===== config.mk =====
export PLATFORM = sky130hd
export DESIGN_NAME = hevc_dolby_vision_layer_splitter
export DESIGN_NICKNAME = d
export VERILOG_FILES = /design/src/rtl/hdvls_pkg.sv /design/src/rtl/hdvls_cfg.sv /design/src/rtl/hdvls_front.sv /design/src/rtl/hdvls_queue.sv /design/src/rtl/hdvls_back.sv /design/src/rtl/hevc_dolby_vision_layer_splitter.sv
export VERILOG_INCLUDE_DIRS = /design/src /design/src/rtl
export SDC_FILE = /design/constraint.sdc
export NUM_CORES = 1
export LEC_CHECK = 0
export ABC_AREA = 1
export CORE_UTILIZATION = 30
export DETAILED_ROUTE_END_ITERATION = 6
export DONT_BUFFER_PORTS = 1
export PLACE_DENSITY_LB_ADDON = 0.25
export SYNTH_ARGS = -nofsm -noshare
export SYNTH_HDL_FRONTEND = slang
export SYNTH_SLANG_ARGS = --single-unit
export TNS_END_PERCENT = 1

===== constraint.sdc =====
create_clock -name clk -period 11.2 [get_ports clk]
set_input_delay 1.12 -clock clk [delete_from_list [all_inputs] [get_ports clk]]
set_output_delay 1.12 -clock clk [all_outputs]
set_load 0.01 [all_outputs]

===== src/rtl/hevc_dolby_vision_layer_splitter_macros.svh =====
// assertion macros for the layer splitter rtl
// expects clk and rst_n in the scope of each use
`ifndef HEVC_DOLBY_VISION_LAYER_SPLITTER_MACROS_SVH
`define HEVC_DOLBY_VISION_LAYER_SPLITTER_MACROS_SVH

// consequent checked in the same cycle
`define HDVLS_ASSERT_SAME(lbl, ante, cons, msg) \
  lbl: assert property (@(posedge clk) disable iff (!rst_n) (ante) |-> (cons)) \
    else $error(msg);

// consequent checked in the cycle after the antecedent
`define HDVLS_ASSERT_NEXT(lbl, ante, cons, msg) \
  lbl: assert property (@(posedge clk) disable iff (!rst_n) (ante) |=> (cons)) \
    else $error(msg);

`endif


===== src/rtl/hdvls_pkg.sv =====
// shared types and constants of the layer splitter
// item structs, configuration struct, queued run format; no dependencies
package hdvls_pkg;

  localparam int CFG_ADDR_W  = 6;
  localparam int CFG_DATA_W  = 64;
  localparam int TYPE_W      = 6;
  localparam int MAX_RUN     = 6;
  localparam int RUN_CNT_W   = 3;
  localparam int QUEUE_DEPTH = 4;

  localparam logic [2:0] REG_BASE_ENABLE     = 3'd0;
  localparam logic [2:0] REG_ENH_ENABLE      = 3'd1;
  localparam logic [2:0] REG_WRAPPER_TYPE    = 3'd2;
  localparam logic [2:0] REG_RPU_TYPE        = 3'd3;
  localparam logic [2:0] REG_SHORT_CODE_MASK = 3'd4;
  localparam logic [2:0] REG_WARN_THRESHOLD  = 3'd5;

  localparam logic              RST_BASE_ENABLE     = 1'b1;
  localparam logic              RST_ENH_ENABLE      = 1'b1;
  localparam logic [TYPE_W-1:0] RST_WRAPPER_TYPE    = 6'd63;
  localparam logic [TYPE_W-1:0] RST_RPU_TYPE        = 6'd62;
  localparam logic [63:0]       RST_SHORT_CODE_MASK = 64'd0;
  localparam logic [TYPE_W-1:0] RST_WARN_THRESHOLD  = 6'd32;

  localparam logic [TYPE_W-1:0] RPU_COUNT_MAX = 6'd63;

  // element 3 goes out first
  localparam logic [3:0][7:0] SYNC_BYTES = {8'h00, 8'h00, 8'h00, 8'h01};

  typedef struct packed {
    logic [7:0] in_byte;
    logic       packet_end;
  } in_item_t;

  typedef struct packed {
    logic [7:0] out_byte;
    logic       out_layer;
    logic       unit_first;
    logic       run_last;
    logic       single_layer_warn;
  } out_item_t;

  typedef struct packed {
    logic              base_enable;
    logic              enh_enable;
    logic [TYPE_W-1:0] wrapper_type;
    logic [TYPE_W-1:0] rpu_type;
    logic [63:0]       short_code_mask;
    logic [TYPE_W-1:0] warn_threshold;
  } cfg_t;

  // all result bytes caused by one input item
  typedef struct packed {
    logic [RUN_CNT_W-1:0]      cnt;
    logic [MAX_RUN-1:0][7:0]   data;
    logic [MAX_RUN-1:0]        first;
    logic                      layer;
    logic                      warn;
  } run_t;

  typedef struct packed {
    logic valid;
    run_t run;
  } push_t;

endpackage


===== src/rtl/hdvls_cfg.sv =====
// configuration registers of the layer splitter behind an apb-style port
// depends on hdvls_pkg
module hdvls_cfg (
  input  logic                                clk,
  input  logic                                rst_n,
  input  logic                                psel,
  input  logic                                penable,
  input  logic                                pwrite,
  input  logic [hdvls_pkg::CFG_ADDR_W-1:0]    paddr,
  input  logic [hdvls_pkg::CFG_DATA_W-1:0]    pwdata,
  output logic [hdvls_pkg::CFG_DATA_W-1:0]    prdata,
  output logic                                pready,
  output hdvls_pkg::cfg_t                     cfg
);

  hdvls_pkg::cfg_t cfg_r, cfg_nxt;
  logic            wr_en;
  logic [2:0]      reg_idx;

  assign pready  = 1'b1;
  assign wr_en   = psel && penable && pwrite && pready;
  assign reg_idx = paddr[5:3];
  assign cfg     = cfg_r;

  always_comb begin
    cfg_nxt = cfg_r;
    if (wr_en) begin
      unique case (reg_idx)
        hdvls_pkg::REG_BASE_ENABLE:     cfg_nxt.base_enable     = pwdata[0];
        hdvls_pkg::REG_ENH_ENABLE:      cfg_nxt.enh_enable      = pwdata[0];
        hdvls_pkg::REG_WRAPPER_TYPE:    cfg_nxt.wrapper_type    = pwdata[5:0];
        hdvls_pkg::REG_RPU_TYPE:        cfg_nxt.rpu_type        = pwdata[5:0];
        hdvls_pkg::REG_SHORT_CODE_MASK: cfg_nxt.short_code_mask = pwdata[63:0];
        hdvls_pkg::REG_WARN_THRESHOLD:  cfg_nxt.warn_threshold  = pwdata[5:0];
        default: ;
      endcase
    end
  end

  always_comb begin
    unique case (reg_idx)
      hdvls_pkg::REG_BASE_ENABLE:     prdata = {63'd0, cfg_r.base_enable};
      hdvls_pkg::REG_ENH_ENABLE:      prdata = {63'd0, cfg_r.enh_enable};
      hdvls_pkg::REG_WRAPPER_TYPE:    prdata = {58'd0, cfg_r.wrapper_type};
      hdvls_pkg::REG_RPU_TYPE:        prdata = {58'd0, cfg_r.rpu_type};
      hdvls_pkg::REG_SHORT_CODE_MASK: prdata = cfg_r.short_code_mask;
      hdvls_pkg::REG_WARN_THRESHOLD:  prdata = {58'd0, cfg_r.warn_threshold};
      default:                        prdata = '0;
    endcase
  end

  always_ff @(posedge clk) begin
    if (!rst_n) begin
      cfg_r.base_enable     <= hdvls_pkg::RST_BASE_ENABLE;
      cfg_r.enh_enable      <= hdvls_pkg::RST_ENH_ENABLE;
      cfg_r.wrapper_type    <= hdvls_pkg::RST_WRAPPER_TYPE;
      cfg_r.rpu_type        <= hdvls_pkg::RST_RPU_TYPE;
      cfg_r.short_code_mask <= hdvls_pkg::RST_SHORT_CODE_MASK;
      cfg_r.warn_threshold  <= hdvls_pkg::RST_WARN_THRESHOLD;
    end else begin
      cfg_r <= cfg_nxt;
    end
  end

endmodule


===== src/rtl/hdvls_front.sv =====
// front end: start code scan, unit header parse, routing, run building
// depends on hdvls_pkg and the assertion macros header
`include "hevc_dolby_vision_layer_splitter_macros.svh"

module hdvls_front (
  input  logic                 clk,
  input  logic                 rst_n,
  input  logic                 in_valid,
  input  hdvls_pkg::in_item_t  in_data,
  output logic                 in_stall,
  input  hdvls_pkg::cfg_t      cfg,
  input  logic                 q_full,
  output hdvls_pkg::push_t     push
);

  typedef enum logic [5:0] {
    PH_SEARCH = 6'b000001,
    PH_H0     = 6'b000010,
    PH_H1     = 6'b000100,
    PH_W0     = 6'b001000,
    PH_W1     = 6'b010000,
    PH_BODY   = 6'b100000
  } phase_t;

  typedef enum logic [1:0] {
    ROUTE_NONE = 2'd0,
    ROUTE_BASE = 2'd1,
    ROUTE_ENH  = 2'd2
  } route_t;

  typedef struct packed {
    phase_t                        phase;
    logic [1:0]                    zero_run;
    logic [7:0]                    head0;
    route_t                        route;
    logic [hdvls_pkg::TYPE_W-1:0]  rpu_seen;
    logic                          wrapper_seen;
  } scan_t;

  typedef struct packed {
    scan_t                                 s;
    logic [hdvls_pkg::RUN_CNT_W-1:0]       cnt;
    logic [hdvls_pkg::MAX_RUN-1:0][7:0]    data;
    logic                                  first;
  } emit_t;

  // one unit byte taken through the header parser
  function automatic emit_t commit_f(input scan_t s, input logic [7:0] d,
                                     input hdvls_pkg::cfg_t c);
    emit_t                        e;
    logic [hdvls_pkg::TYPE_W-1:0] t;
    logic                         hdr;
    logic                         body;
    logic                         on;
    e     = '0;
    e.s   = s;
    t     = s.head0[6:1];
    hdr   = 1'b0;
    body  = 1'b0;
    unique case (s.phase)
      PH_H0: begin
        e.s.head0 = d;
        e.s.phase = PH_H1;
      end
      PH_H1: begin
        if (d == 8'h00) begin
          e.s.phase = PH_SEARCH;
          e.s.route = ROUTE_NONE;
        end else if (t == c.wrapper_type) begin
          e.s.wrapper_seen = 1'b1;
          e.s.route        = ROUTE_ENH;
          e.s.phase        = PH_W0;
        end else begin
          if (t == c.rpu_type) begin
            if (s.rpu_seen != hdvls_pkg::RPU_COUNT_MAX) begin
              e.s.rpu_seen = s.rpu_seen + 6'd1;
            end
            e.s.route = ROUTE_ENH;
          end else begin
            e.s.route = ROUTE_BASE;
          end
          hdr       = 1'b1;
          e.s.phase = PH_BODY;
        end
      end
      PH_W0: begin
        e.s.head0 = d;
        e.s.phase = PH_W1;
      end
      PH_W1: begin
        if (d == 8'h00) begin
          e.s.phase = PH_SEARCH;
          e.s.route = ROUTE_NONE;
        end else begin
          hdr       = 1'b1;
          e.s.phase = PH_BODY;
        end
      end
      PH_BODY: body = 1'b1;
      PH_SEARCH: ;
      default: ;
    endcase
    on = (e.s.route == ROUTE_BASE && c.base_enable) ||
         (e.s.route == ROUTE_ENH && c.enh_enable);
    if (on && hdr) begin
      e.first = 1'b1;
      if (c.short_code_mask[t]) begin
        e.cnt     = 3'd5;
        e.data[0] = hdvls_pkg::SYNC_BYTES[2];
        e.data[1] = hdvls_pkg::SYNC_BYTES[1];
        e.data[2] = hdvls_pkg::SYNC_BYTES[0];
        e.data[3] = s.head0;
        e.data[4] = d;
      end else begin
        e.cnt     = 3'd6;
        e.data[0] = hdvls_pkg::SYNC_BYTES[3];
        e.data[1] = hdvls_pkg::SYNC_BYTES[2];
        e.data[2] = hdvls_pkg::SYNC_BYTES[1];
        e.data[3] = hdvls_pkg::SYNC_BYTES[0];
        e.data[4] = s.head0;
        e.data[5] = d;
      end
    end else if (on && body) begin
      e.cnt     = 3'd1;
      e.data[0] = d;
    end
    return e;
  endfunction

  scan_t           scan_r, scan_nxt;
  logic            warned_r, warned_nxt;
  logic            pending_r, pending_nxt;
  scan_t           s1, sa, sb, sc;
  emit_t           em [3];
  logic [2:0]      gate;
  logic [1:0]      nz;
  logic            use_b;
  logic [7:0]      b;
  logic            last;
  logic            accept;
  logic            pend;
  logic [3:0]      base;
  logic [3:0]      slot;
  hdvls_pkg::run_t run;

  assign in_stall = q_full;
  assign accept   = in_valid && !in_stall;
  assign b        = in_data.in_byte;
  assign last     = in_data.packet_end;

  always_comb begin
    s1    = scan_r;
    nz    = 2'd0;
    use_b = 1'b0;
    if (scan_r.phase == PH_SEARCH) begin
      if (b == 8'h00) begin
        if (scan_r.zero_run != 2'd2) s1.zero_run = scan_r.zero_run + 2'd1;
      end else if (b == 8'h01 && scan_r.zero_run == 2'd2) begin
        s1.phase    = PH_H0;
        s1.route    = ROUTE_NONE;
        s1.zero_run = 2'd0;
      end else begin
        s1.zero_run = 2'd0;
      end
    end else if (b == 8'h00) begin
      if (scan_r.zero_run != 2'd2) begin
        s1.zero_run = scan_r.zero_run + 2'd1;
        if (last) nz = s1.zero_run;
      end else begin
        // third zero: held zeros were trailing
        s1.phase = PH_SEARCH;
        s1.route = ROUTE_NONE;
      end
    end else if (b == 8'h01 && scan_r.zero_run == 2'd2) begin
      s1.phase    = PH_H0;
      s1.route    = ROUTE_NONE;
      s1.zero_run = 2'd0;
    end else begin
      nz          = scan_r.zero_run;
      use_b       = 1'b1;
      s1.zero_run = 2'd0;
    end

    em[0] = commit_f(s1, 8'h00, cfg);
    sa    = (nz != 2'd0) ? em[0].s : s1;
    em[1] = commit_f(sa, 8'h00, cfg);
    sb    = (nz == 2'd2) ? em[1].s : sa;
    em[2] = commit_f(sb, b, cfg);
    sc    = use_b ? em[2].s : sb;
    gate  = {use_b, nz == 2'd2, nz != 2'd0};

    run  = '0;
    base = '0;
    slot = '0;
    for (int k = 0; k < 3; k++) begin
      for (int j = 0; j < hdvls_pkg::MAX_RUN; j++) begin
        slot = base + 4'(j);
        if (gate[k] && 3'(j) < em[k].cnt && slot < 4'(hdvls_pkg::MAX_RUN)) begin
          run.data[slot[2:0]] = em[k].data[j];
          if (j == 0) run.first[slot[2:0]] = em[k].first;
        end
      end
      if (gate[k]) base = base + {1'b0, em[k].cnt};
    end
    run.cnt   = base[2:0];
    run.layer = (sc.route == ROUTE_ENH);

    scan_nxt   = sc;
    warned_nxt = warned_r;
    pend       = pending_r;
    if (last) begin
      scan_nxt.phase    = PH_SEARCH;
      scan_nxt.route    = ROUTE_NONE;
      scan_nxt.zero_run = 2'd0;
      if (!warned_r && !sc.wrapper_seen && sc.rpu_seen > cfg.warn_threshold) begin
        warned_nxt = 1'b1;
        pend       = 1'b1;
      end
    end
    run.warn    = pend;
    pending_nxt = pend && (run.cnt == '0);

    push.valid = accept && (run.cnt != '0);
    push.run   = run;
  end

  always_ff @(posedge clk) begin
    if (!rst_n) begin
      scan_r.phase        <= PH_SEARCH;
      scan_r.zero_run     <= 2'd0;
      scan_r.head0        <= 8'h00;
      scan_r.route        <= ROUTE_NONE;
      scan_r.rpu_seen     <= '0;
      scan_r.wrapper_seen <= 1'b0;
      warned_r            <= 1'b0;
      pending_r           <= 1'b0;
    end else if (accept) begin
      scan_r    <= scan_nxt;
      warned_r  <= warned_nxt;
      pending_r <= pending_nxt;
    end
  end

  `HDVLS_ASSERT_SAME(a_run_fits, push.valid, push.run.cnt <= 3'(hdvls_pkg::MAX_RUN), "run too long")
  `HDVLS_ASSERT_NEXT(a_pending_needs_warned, pending_r, warned_r, "pending warning without warned")

endmodule


===== src/rtl/hdvls_queue.sv =====
// short queue of runs between the front end and the output serialiser
// depends on hdvls_pkg and the assertion macros header
`include "hevc_dolby_vision_layer_splitter_macros.svh"

module hdvls_queue #(
  parameter int DEPTH = hdvls_pkg::QUEUE_DEPTH
) (
  input  logic              clk,
  input  logic              rst_n,
  input  hdvls_pkg::push_t  push,
  output logic              full,
  input  logic              pop,
  output logic              head_valid,
  output hdvls_pkg::run_t   head_run
);

  localparam int PTR_W = (DEPTH > 1) ? $clog2(DEPTH) : 1;
  localparam int CNT_W = $clog2(DEPTH + 1);

  hdvls_pkg::run_t    mem_r [DEPTH];
  logic [PTR_W-1:0]   wr_ptr_r, wr_ptr_nxt;
  logic [PTR_W-1:0]   rd_ptr_r, rd_ptr_nxt;
  logic [CNT_W-1:0]   count_r, count_nxt;
  logic               do_push;
  logic               do_pop;

  assign full       = (count_r == CNT_W'(DEPTH));
  assign head_valid = (count_r != '0);
  assign head_run   = mem_r[rd_ptr_r];
  assign do_push    = push.valid && !full;
  assign do_pop     = pop && head_valid;

  always_comb begin
    wr_ptr_nxt = wr_ptr_r;
    rd_ptr_nxt = rd_ptr_r;
    count_nxt  = count_r;
    if (do_push) begin
      wr_ptr_nxt = (wr_ptr_r == PTR_W'(DEPTH - 1)) ? '0 : wr_ptr_r + PTR_W'(1);
    end
    if (do_pop) begin
      rd_ptr_nxt = (rd_ptr_r == PTR_W'(DEPTH - 1)) ? '0 : rd_ptr_r + PTR_W'(1);
    end
    if (do_push && !do_pop) count_nxt = count_r + CNT_W'(1);
    else if (do_pop && !do_push) count_nxt = count_r - CNT_W'(1);
  end

  always_ff @(posedge clk) begin
    if (do_push) mem_r[wr_ptr_r] <= push.run;
  end

  always_ff @(posedge clk) begin
    if (!rst_n) begin
      wr_ptr_r <= '0;
      rd_ptr_r <= '0;
      count_r  <= '0;
    end else begin
      wr_ptr_r <= wr_ptr_nxt;
      rd_ptr_r <= rd_ptr_nxt;
      count_r  <= count_nxt;
    end
  end

  `HDVLS_ASSERT_SAME(a_no_push_full, push.valid, !full, "push into full queue")
  `HDVLS_ASSERT_NEXT(a_push_holds, push.valid && !pop, count_r != '0, "pushed run lost")

endmodule


===== src/rtl/hdvls_back.sv =====
// back end: serialises queued runs into result items, one per cycle while out_stall is low
// depends on hdvls_pkg and the assertion macros header
`include "hevc_dolby_vision_layer_splitter_macros.svh"

module hdvls_back (
  input  logic                 clk,
  input  logic                 rst_n,
  input  logic                 head_valid,
  input  hdvls_pkg::run_t      head_run,
  output logic                 pop,
  output logic                 out_valid,
  input  logic                 out_stall,
  output hdvls_pkg::out_item_t out_data
);

  logic [hdvls_pkg::RUN_CNT_W-1:0] idx_r, idx_nxt;
  logic                            out_valid_r, out_valid_nxt;
  hdvls_pkg::out_item_t            out_data_r, out_data_nxt;
  logic                            adv;
  logic                            take;
  logic                            at_end;

  assign adv       = !out_valid_r || !out_stall;
  assign take      = adv && head_valid;
  assign at_end    = (idx_r == head_run.cnt - 3'd1);
  assign pop       = take && at_end;
  assign out_valid = out_valid_r;
  assign out_data  = out_data_r;

  always_comb begin
    idx_nxt       = idx_r;
    out_valid_nxt = out_valid_r;
    out_data_nxt  = out_data_r;
    if (take) begin
      idx_nxt                        = at_end ? '0 : idx_r + 3'd1;
      out_valid_nxt                  = 1'b1;
      out_data_nxt.out_byte          = head_run.data[idx_r];
      out_data_nxt.out_layer         = head_run.layer;
      out_data_nxt.unit_first        = head_run.first[idx_r];
      out_data_nxt.run_last          = at_end;
      out_data_nxt.single_layer_warn = at_end && head_run.warn;
    end else if (adv) begin
      out_valid_nxt = 1'b0;
    end
  end

  always_ff @(posedge clk) begin
    out_data_r <= out_data_nxt;
  end

  always_ff @(posedge clk) begin
    if (!rst_n) begin
      idx_r       <= '0;
      out_valid_r <= 1'b0;
    end else begin
      idx_r       <= idx_nxt;
      out_valid_r <= out_valid_nxt;
    end
  end

  `HDVLS_ASSERT_SAME(a_head_not_empty, head_valid, head_run.cnt != '0, "empty run queued")
  `HDVLS_ASSERT_SAME(a_warn_on_last, out_valid_r && out_data_r.single_layer_warn,
                     out_data_r.run_last, "warning off the last item of a run")

endmodule


===== src/rtl/hevc_dolby_vision_layer_splitter.sv =====
// an accepted byte's first result item is stored in the run queue, then registered out;
// throughput: one input byte per cycle while in_stall is low, one result item per cycle
// while out_stall is low, so a byte causing n results holds the output serialiser for n
// items; QUEUE_DEPTH run queue entries absorb start code bursts before in_stall rises
// reset: synchronous active-low rst_n clears scan state, counters, queue and output valid,
// configuration registers return to their reset values
module hevc_dolby_vision_layer_splitter #(
  parameter int QUEUE_DEPTH = hdvls_pkg::QUEUE_DEPTH
) (
  input  logic                             clk,
  input  logic                             rst_n,
  input  logic                             in_valid,
  input  hdvls_pkg::in_item_t              in_data,
  output logic                             in_stall,
  output logic                             out_valid,
  input  logic                             out_stall,
  output hdvls_pkg::out_item_t             out_data,
  input  logic                             psel,
  input  logic                             penable,
  input  logic                             pwrite,
  input  logic [hdvls_pkg::CFG_ADDR_W-1:0] paddr,
  input  logic [hdvls_pkg::CFG_DATA_W-1:0] pwdata,
  output logic [hdvls_pkg::CFG_DATA_W-1:0] prdata,
  output logic                             pready
);

  hdvls_pkg::cfg_t  cfg;
  hdvls_pkg::push_t push;
  hdvls_pkg::run_t  head_run;
  logic             q_full;
  logic             head_valid;
  logic             pop;

  hdvls_cfg u_cfg (
    .clk     (clk),
    .rst_n   (rst_n),
    .psel    (psel),
    .penable (penable),
    .pwrite  (pwrite),
    .paddr   (paddr),
    .pwdata  (pwdata),
    .prdata  (prdata),
    .pready  (pready),
    .cfg     (cfg)
  );

  hdvls_front u_front (
    .clk      (clk),
    .rst_n    (rst_n),
    .in_valid (in_valid),
    .in_data  (in_data),
    .in_stall (in_stall),
    .cfg      (cfg),
    .q_full   (q_full),
    .push     (push)
  );

  hdvls_queue #(
    .DEPTH (QUEUE_DEPTH)
  ) u_queue (
    .clk        (clk),
    .rst_n      (rst_n),
    .push       (push),
    .full       (q_full),
    .pop        (pop),
    .head_valid (head_valid),
    .head_run   (head_run)
  );

  hdvls_back u_back (
    .clk        (clk),
    .rst_n      (rst_n),
    .head_valid (head_valid),
    .head_run   (head_run),
    .pop        (pop),
    .out_valid  (out_valid),
    .out_stall  (out_stall),
    .out_data   (out_data)
  );

endmodule


# After elaboration in Yosys (flattened, before gate mapping)
# Memories as Yosys holds them, arrays and structs flattened. A register that Yosys moved wholly into a read port is not among the register bits.
# Index checks and enable logic that the tools add are counted.
# word_totals
reg_bits	134
mem_bits_rw	236
output_inout_bits	79
elab_cells	295
memories	1
# mem_list
memory	words	word_bits	rd	rd_clocked_by_memory_dff	write_ports	line_no	text
u_queue.mem_r	4	59	1	1	1	hdvls_queue.sv:20	hdvls_pkg::run_t mem_r [DEPTH];
# op_classes
magnitude_cmp	27
addsub	15
muxes	113
n_eq_ne	39
n_reduce_logical	74
bitwise	2
# ops
cell	n
one-hot mux 64 bit (6 select lines)	1
bitwise mux 48 bit	5
two-way mux 48 bit	5
demux 8 bit (select 3 bit)	6
two-way mux 8 bit	16
two-way mux 40 bit	2
two-way mux 25 bit	3
two-way mux 54 bit	1
two-way mux 6 bit	9
two-way mux 2 bit	25
AND 48 bit	1
logical AND 1 bit	43
one-hot mux 6 bit (3 select lines)	2
less-than comparator 3 x 4 -> 1 bit, second input constant	7
binary-select mux 8 bit (select 3 bit)	1
two-way mux 1 bit	24
one-hot mux 6 bit (4 select lines)	1
less-than comparator 4 x 3 -> 1 bit, second input constant	5
equality test 6 x 2 -> 1 bit, second input constant	3
equality test 6 x 3 -> 1 bit, second input constant	3
equality test 6 x 4 -> 1 bit, second input constant	3
equality test 6 x 5 -> 1 bit, second input constant	3
equality test 6 bit, second input constant	3
>= comparator 3 x 1 -> 1 bit, second input constant	6
43 further kinds	92

# Depth between registers and ports, before layout
# depth
ltp_word	38
mapped_depth	45
ltp_nobuf	45

# Cells and area by module
# Synthesis repeated with hierarchy kept, for this count alone.
# unflattened
hier_cells	2358
hier_area_um2	19535.0
# by_module_without_submodules
module	cells_each	area_each_um2	n_inst
hdvls_queue	641	9216.3	1
hdvls_front	874	4911.0	1
hdvls_cfg	689	4275.4	1
hdvls_back	154	1132.3	1

# Worst setup path after synthesis
# No wires, ideal clock.
# synth_path
path_type	in2reg
startpoint	input in_data[7] (netlist bit)
endpoint	memory u_queue.mem_r[0][0] (netlist bit) (enable)
stages	37
t_arrival_ps	7432
path_slack_ps	3296
cell_sequence	nor2_1 > nand2_1 > inv_2 > nand2_1 > nor2_2 > nor2_2 > nand2_2 > nor2_2 > nor2_4 > nand2_4 > nand2_2 > buf_6 > nand3_4 > nand3_2 > nor2_1 > nand2_1 > nand2_1 > nand2_2 > nand2_1 > nor2_1 > nand2_2 > nand2_2 > nand3_2 > nand2_1 > nand2_1 > nand2_2 > nand3_4 > buf_6 > a21oi_1 > ha_1 > inv_1 > fa_1 > o21ai_0 > nor2_1 > nand2_1 > nand2_1 > nor2_1
# synth_rtl
element	line_no	text
start, declared	hevc_dolby_vision_layer_splitter.sv:13	input hdvls_pkg::in_item_t in_data,
end, declared	hdvls_queue.sv:20	

==> impl_results.md <==
- Status: complete, no violations
- M1 GR Usage: between 20 and 25%
- Share of layout cells above drive strength 1: 7.16%
- Total power: between 2 and 3 mW
- Antenna Cells: 0
- EDFF count, synth: 240
- Pleak: between 7 and 8 nW
- Met2 Usage GRT: between 20% and 30%
- Synth area leader: edfxtp_1
- Initial antenna violation count: 0
- WP data arrival: between 8000 and 9000 ps
- Hold Buf Count CTS: 0
- Max H-tree Level: 2
- Yosys cell types: between 50 and 60
- Wire per inst: between 15 and 20 um
- Worst-Margin Slew: approximately 1200 ps
- Worst-path clk slew: approximately 70 ps
- Max transition margin: 21.8%
- Synthesized net count: 2100
- CORE AREA: between 0.05 and 0.06 sq mm
- Crit-path most repeated cell: nand2_1
- GR Overflow Total: 0
- Critical Path Start Type: input port
- Die W: between 200 and 250 um
- Final min period: about 8400 ps
- PD cells: approximately 140 mW/mm^2
- Max-Cap Viols: 0
- Setup-failing EPs final: 0
- Vias in the first global route: between 10000 and 15000
- IO Port Bufs: 0
- Synth top cells by count: nor2_1, nand2_1, o21ai_0
- Clk pwr share: between 40% and 50%
- Syn avg cell area: 8.88 sq um
- Place WS: 2170 ps
- Post-synth top area share: roughly two fifths
- Critical path capture point type: register
- Final hold slack: ~470 ps
- Reg area: 0.00969 sq mm
- Final Cell Area: slightly below 0.02 sq mm
- Total track usage: ~17%
- Most frequent cell after synthesis: nor2_1
- Ys Warns: 0
- Placed cell count: around 2700
- Vert. Die Dim: 245 um
- Crit Path Category: input port to register
- Synthesized instance count: 1987
- GRT busiest layer: met2
- # rows: 88
- IO Pins: roughly 170
- Async S/R FF share, synth: 0%
- Drt total wl: roughly 53 mm
- DR iter-0 viols: 889
- Ys flop type: edfxtp_1
- DR vias/cell: 5.10
- Power share of the combinational group: between 2 and 2.5%
- Inserted Clock Buffers: between 40 and 50
- Worst skew pair latency: approximately 560 ps
- Final Net Count: between 2000 and 2500
- TritonCTS clock tree: done
- GR Util met3: between 3 and 4%
- Fillers: 6048
- Drt first pass iters: 5
- Largest cells by area after synthesis: edfxtp_1, dfxtp_1, o21ai_0, nor2_1, nand2_1
- Unrepaired setup endpoints after global routing: no
- Final hold vios: 0
- Sequential element share of the synthesized area: a little over half
- Sequential power share: between 50% and 60%
- Pin count of the biggest net entering global routing: around 110
- Max-slew violation count: 0
- DRC viols: 0
- Crit-path slowest cell: nor2_4
- Max IR drop VDD: between 0.09 and 0.1 mV
- Multi-input combinational cell area: 0.00679 sq mm
- Final Core Density: between 30% and 40%
- Clock Path Buffers: 3
- Switching pwr: roughly 0.6 mW
- Clk sinks: between 300 and 400
- Clk_skew: approximately 24 ps
- Worst hold path type: register to register
- Mapped cell area: between 0.015 and 0.02 sq mm
- Final ANT Viol Nets: 0
- HPWL Detailed: between 30 and 40 mm
- CP peak stage delay: about 780 ps
- Fmax: approximately 120 MHz
- Sw frac: between 20% and 30%
- DP Area: between 0.015 and 0.02 sq mm
- First-pass GRT wire length: about 80 mm
- Setup ws final: about 2800 ps
- Sum Neg Setup Slack: 0 ps
- Fin cells: about 2700
- Area grow syn2layout: 10.9%
- Post-cts sizing count: 0
- Die footprint: 0.0598 sq mm
- GPL Wtd Cong: around 0.95
- Setup Fix Bufs, Post-CTS: 0
- Post-synthesis register bit count: between 300 and 400
- Final Cycle Share: 75.2%
- CTS root buf: clkbuf_16
- Crit Path Max Fanout: between 50 and 60
- Internal power: ~2.2 mW
- WP data required: 11420 ps
- Via count: about 14000
- Initial core utilization: a little under a third
## cell usage in the layout (no fill, tap or decap), types with 2 or more instances in the layout
cell and instances:
buf_4 16, o21ai_0 247, nand3b_1 3, a22oi_1 5, clkinv_2 6, clkinv_1 11
clkinv_4 3, nor2_4 9, mux2i_1 2, nand3_4 3, nand3_2 8, o22ai_1 42
o21ai_2 2, o311ai_1 2, nand2_1 278, fa_1 2, nand2_4 3, nor2_2 11
nand3_1 80, o221ai_1 35, nor3_1 11, a21oi_1 145, nor2_1 281, inv_2 15
o21a_1 2, xnor2_1 7, nand4_1 8, clkbuf_1 10, o31ai_1 9, clkbuf_8 2
o21ai_1 22, inv_1 181, ha_1 25, nand2_2 12, edfxtp_1 240, a32o_1 4
o211ai_1 34, dfxtp_1 122, xor2_1 11, clkbuf_16 42
## registers in the layout, summed over array words and instances (netlist names), named ones only
signal / cells
u_back.idx_r: 3
u_front.pending_r: 1
u_queue.rd_ptr_r: 2
u_front.scan_r: 10
u_queue.mem_r: 228
u_back.out_data: 12
u_back.out_valid: 1
u_cfg.cfg: 84
u_queue.count_r: 3
u_front.s1: 15
u_front.warned_r: 1
u_queue.wr_ptr_r: 2
## cell type report
type	instances	share of cell area (%)
multi-input cells	1317	34.7
clock inverters	15	0.614
well taps	765	4.89
clock buffers	54	5.71
repair buffers	16	0.614
inverters	204	3.92
flip-flops and latches	364	49.6
## worst paths after layout
path	startpoint	endpoint	slack (ps)	cells past startpoint
max	in_data[6]	u_queue.mem_r[0][14]$_DFFE_PP_	2780	33
min	u_front.s1[14]$_SDFFE_PN0P_	u_front.s1[14]$_SDFFE_PN0P_	470	2
max reg2reg	u_front.scan_r[17]$_SDFFE_PN0P_	u_queue.mem_r[0][14]$_DFFE_PP_	3000	33
min reg2reg	u_front.s1[14]$_SDFFE_PN0P_	u_front.s1[14]$_SDFFE_PN0P_	470	2
## logic make-up after synthesis
family | after synthesis | synth area share, %
AO/OA/AOI/OAI | 559 | 18.0
XOR/XNOR | 18 | 0.893
adder cells (fa/ha/maj) | 27 | 2.00
buffers and inverters | 306 | 6.83
flip-flops | 364 | 54.9
multiplexers | 2 | 0.113
other | 1 | 0.0213
AND/OR/NAND/NOR | 710 | 17.2
## power by group through the flow
stage / Clock, mW / Combinational, mW / Sequential [mW]
final: 1.26 / 0.0571 / 1.42
after global routing: 1.34 / 0.0647 / 1.42
after CTS: 1.29 / 0.0577 / 1.42
after detailed placement: 0 / 0.0575 / 1.45
after global placement: 0 / 0.0569 / 1.45
after floorplan: 0 / 0.0463 / 1.45
## layer usage
metal | wire length [um] | up-vias
li1 | - | 6772
met1 | 23400 | 6685
met2 | 24200 | 427
met3 | 3610 | 76
met4 | 1430 | 0
met5 | 0 | -
## critical path, delay by kind of cell
kind	cells	cell delay (ps)
AOI/OAI and AO/OA	2	490
adders and majority gates	1	520
buffers and inverters	3	1180
and+or+nand+nor	27	5240
Note: power is estimated with default switching activity, not from simulation.
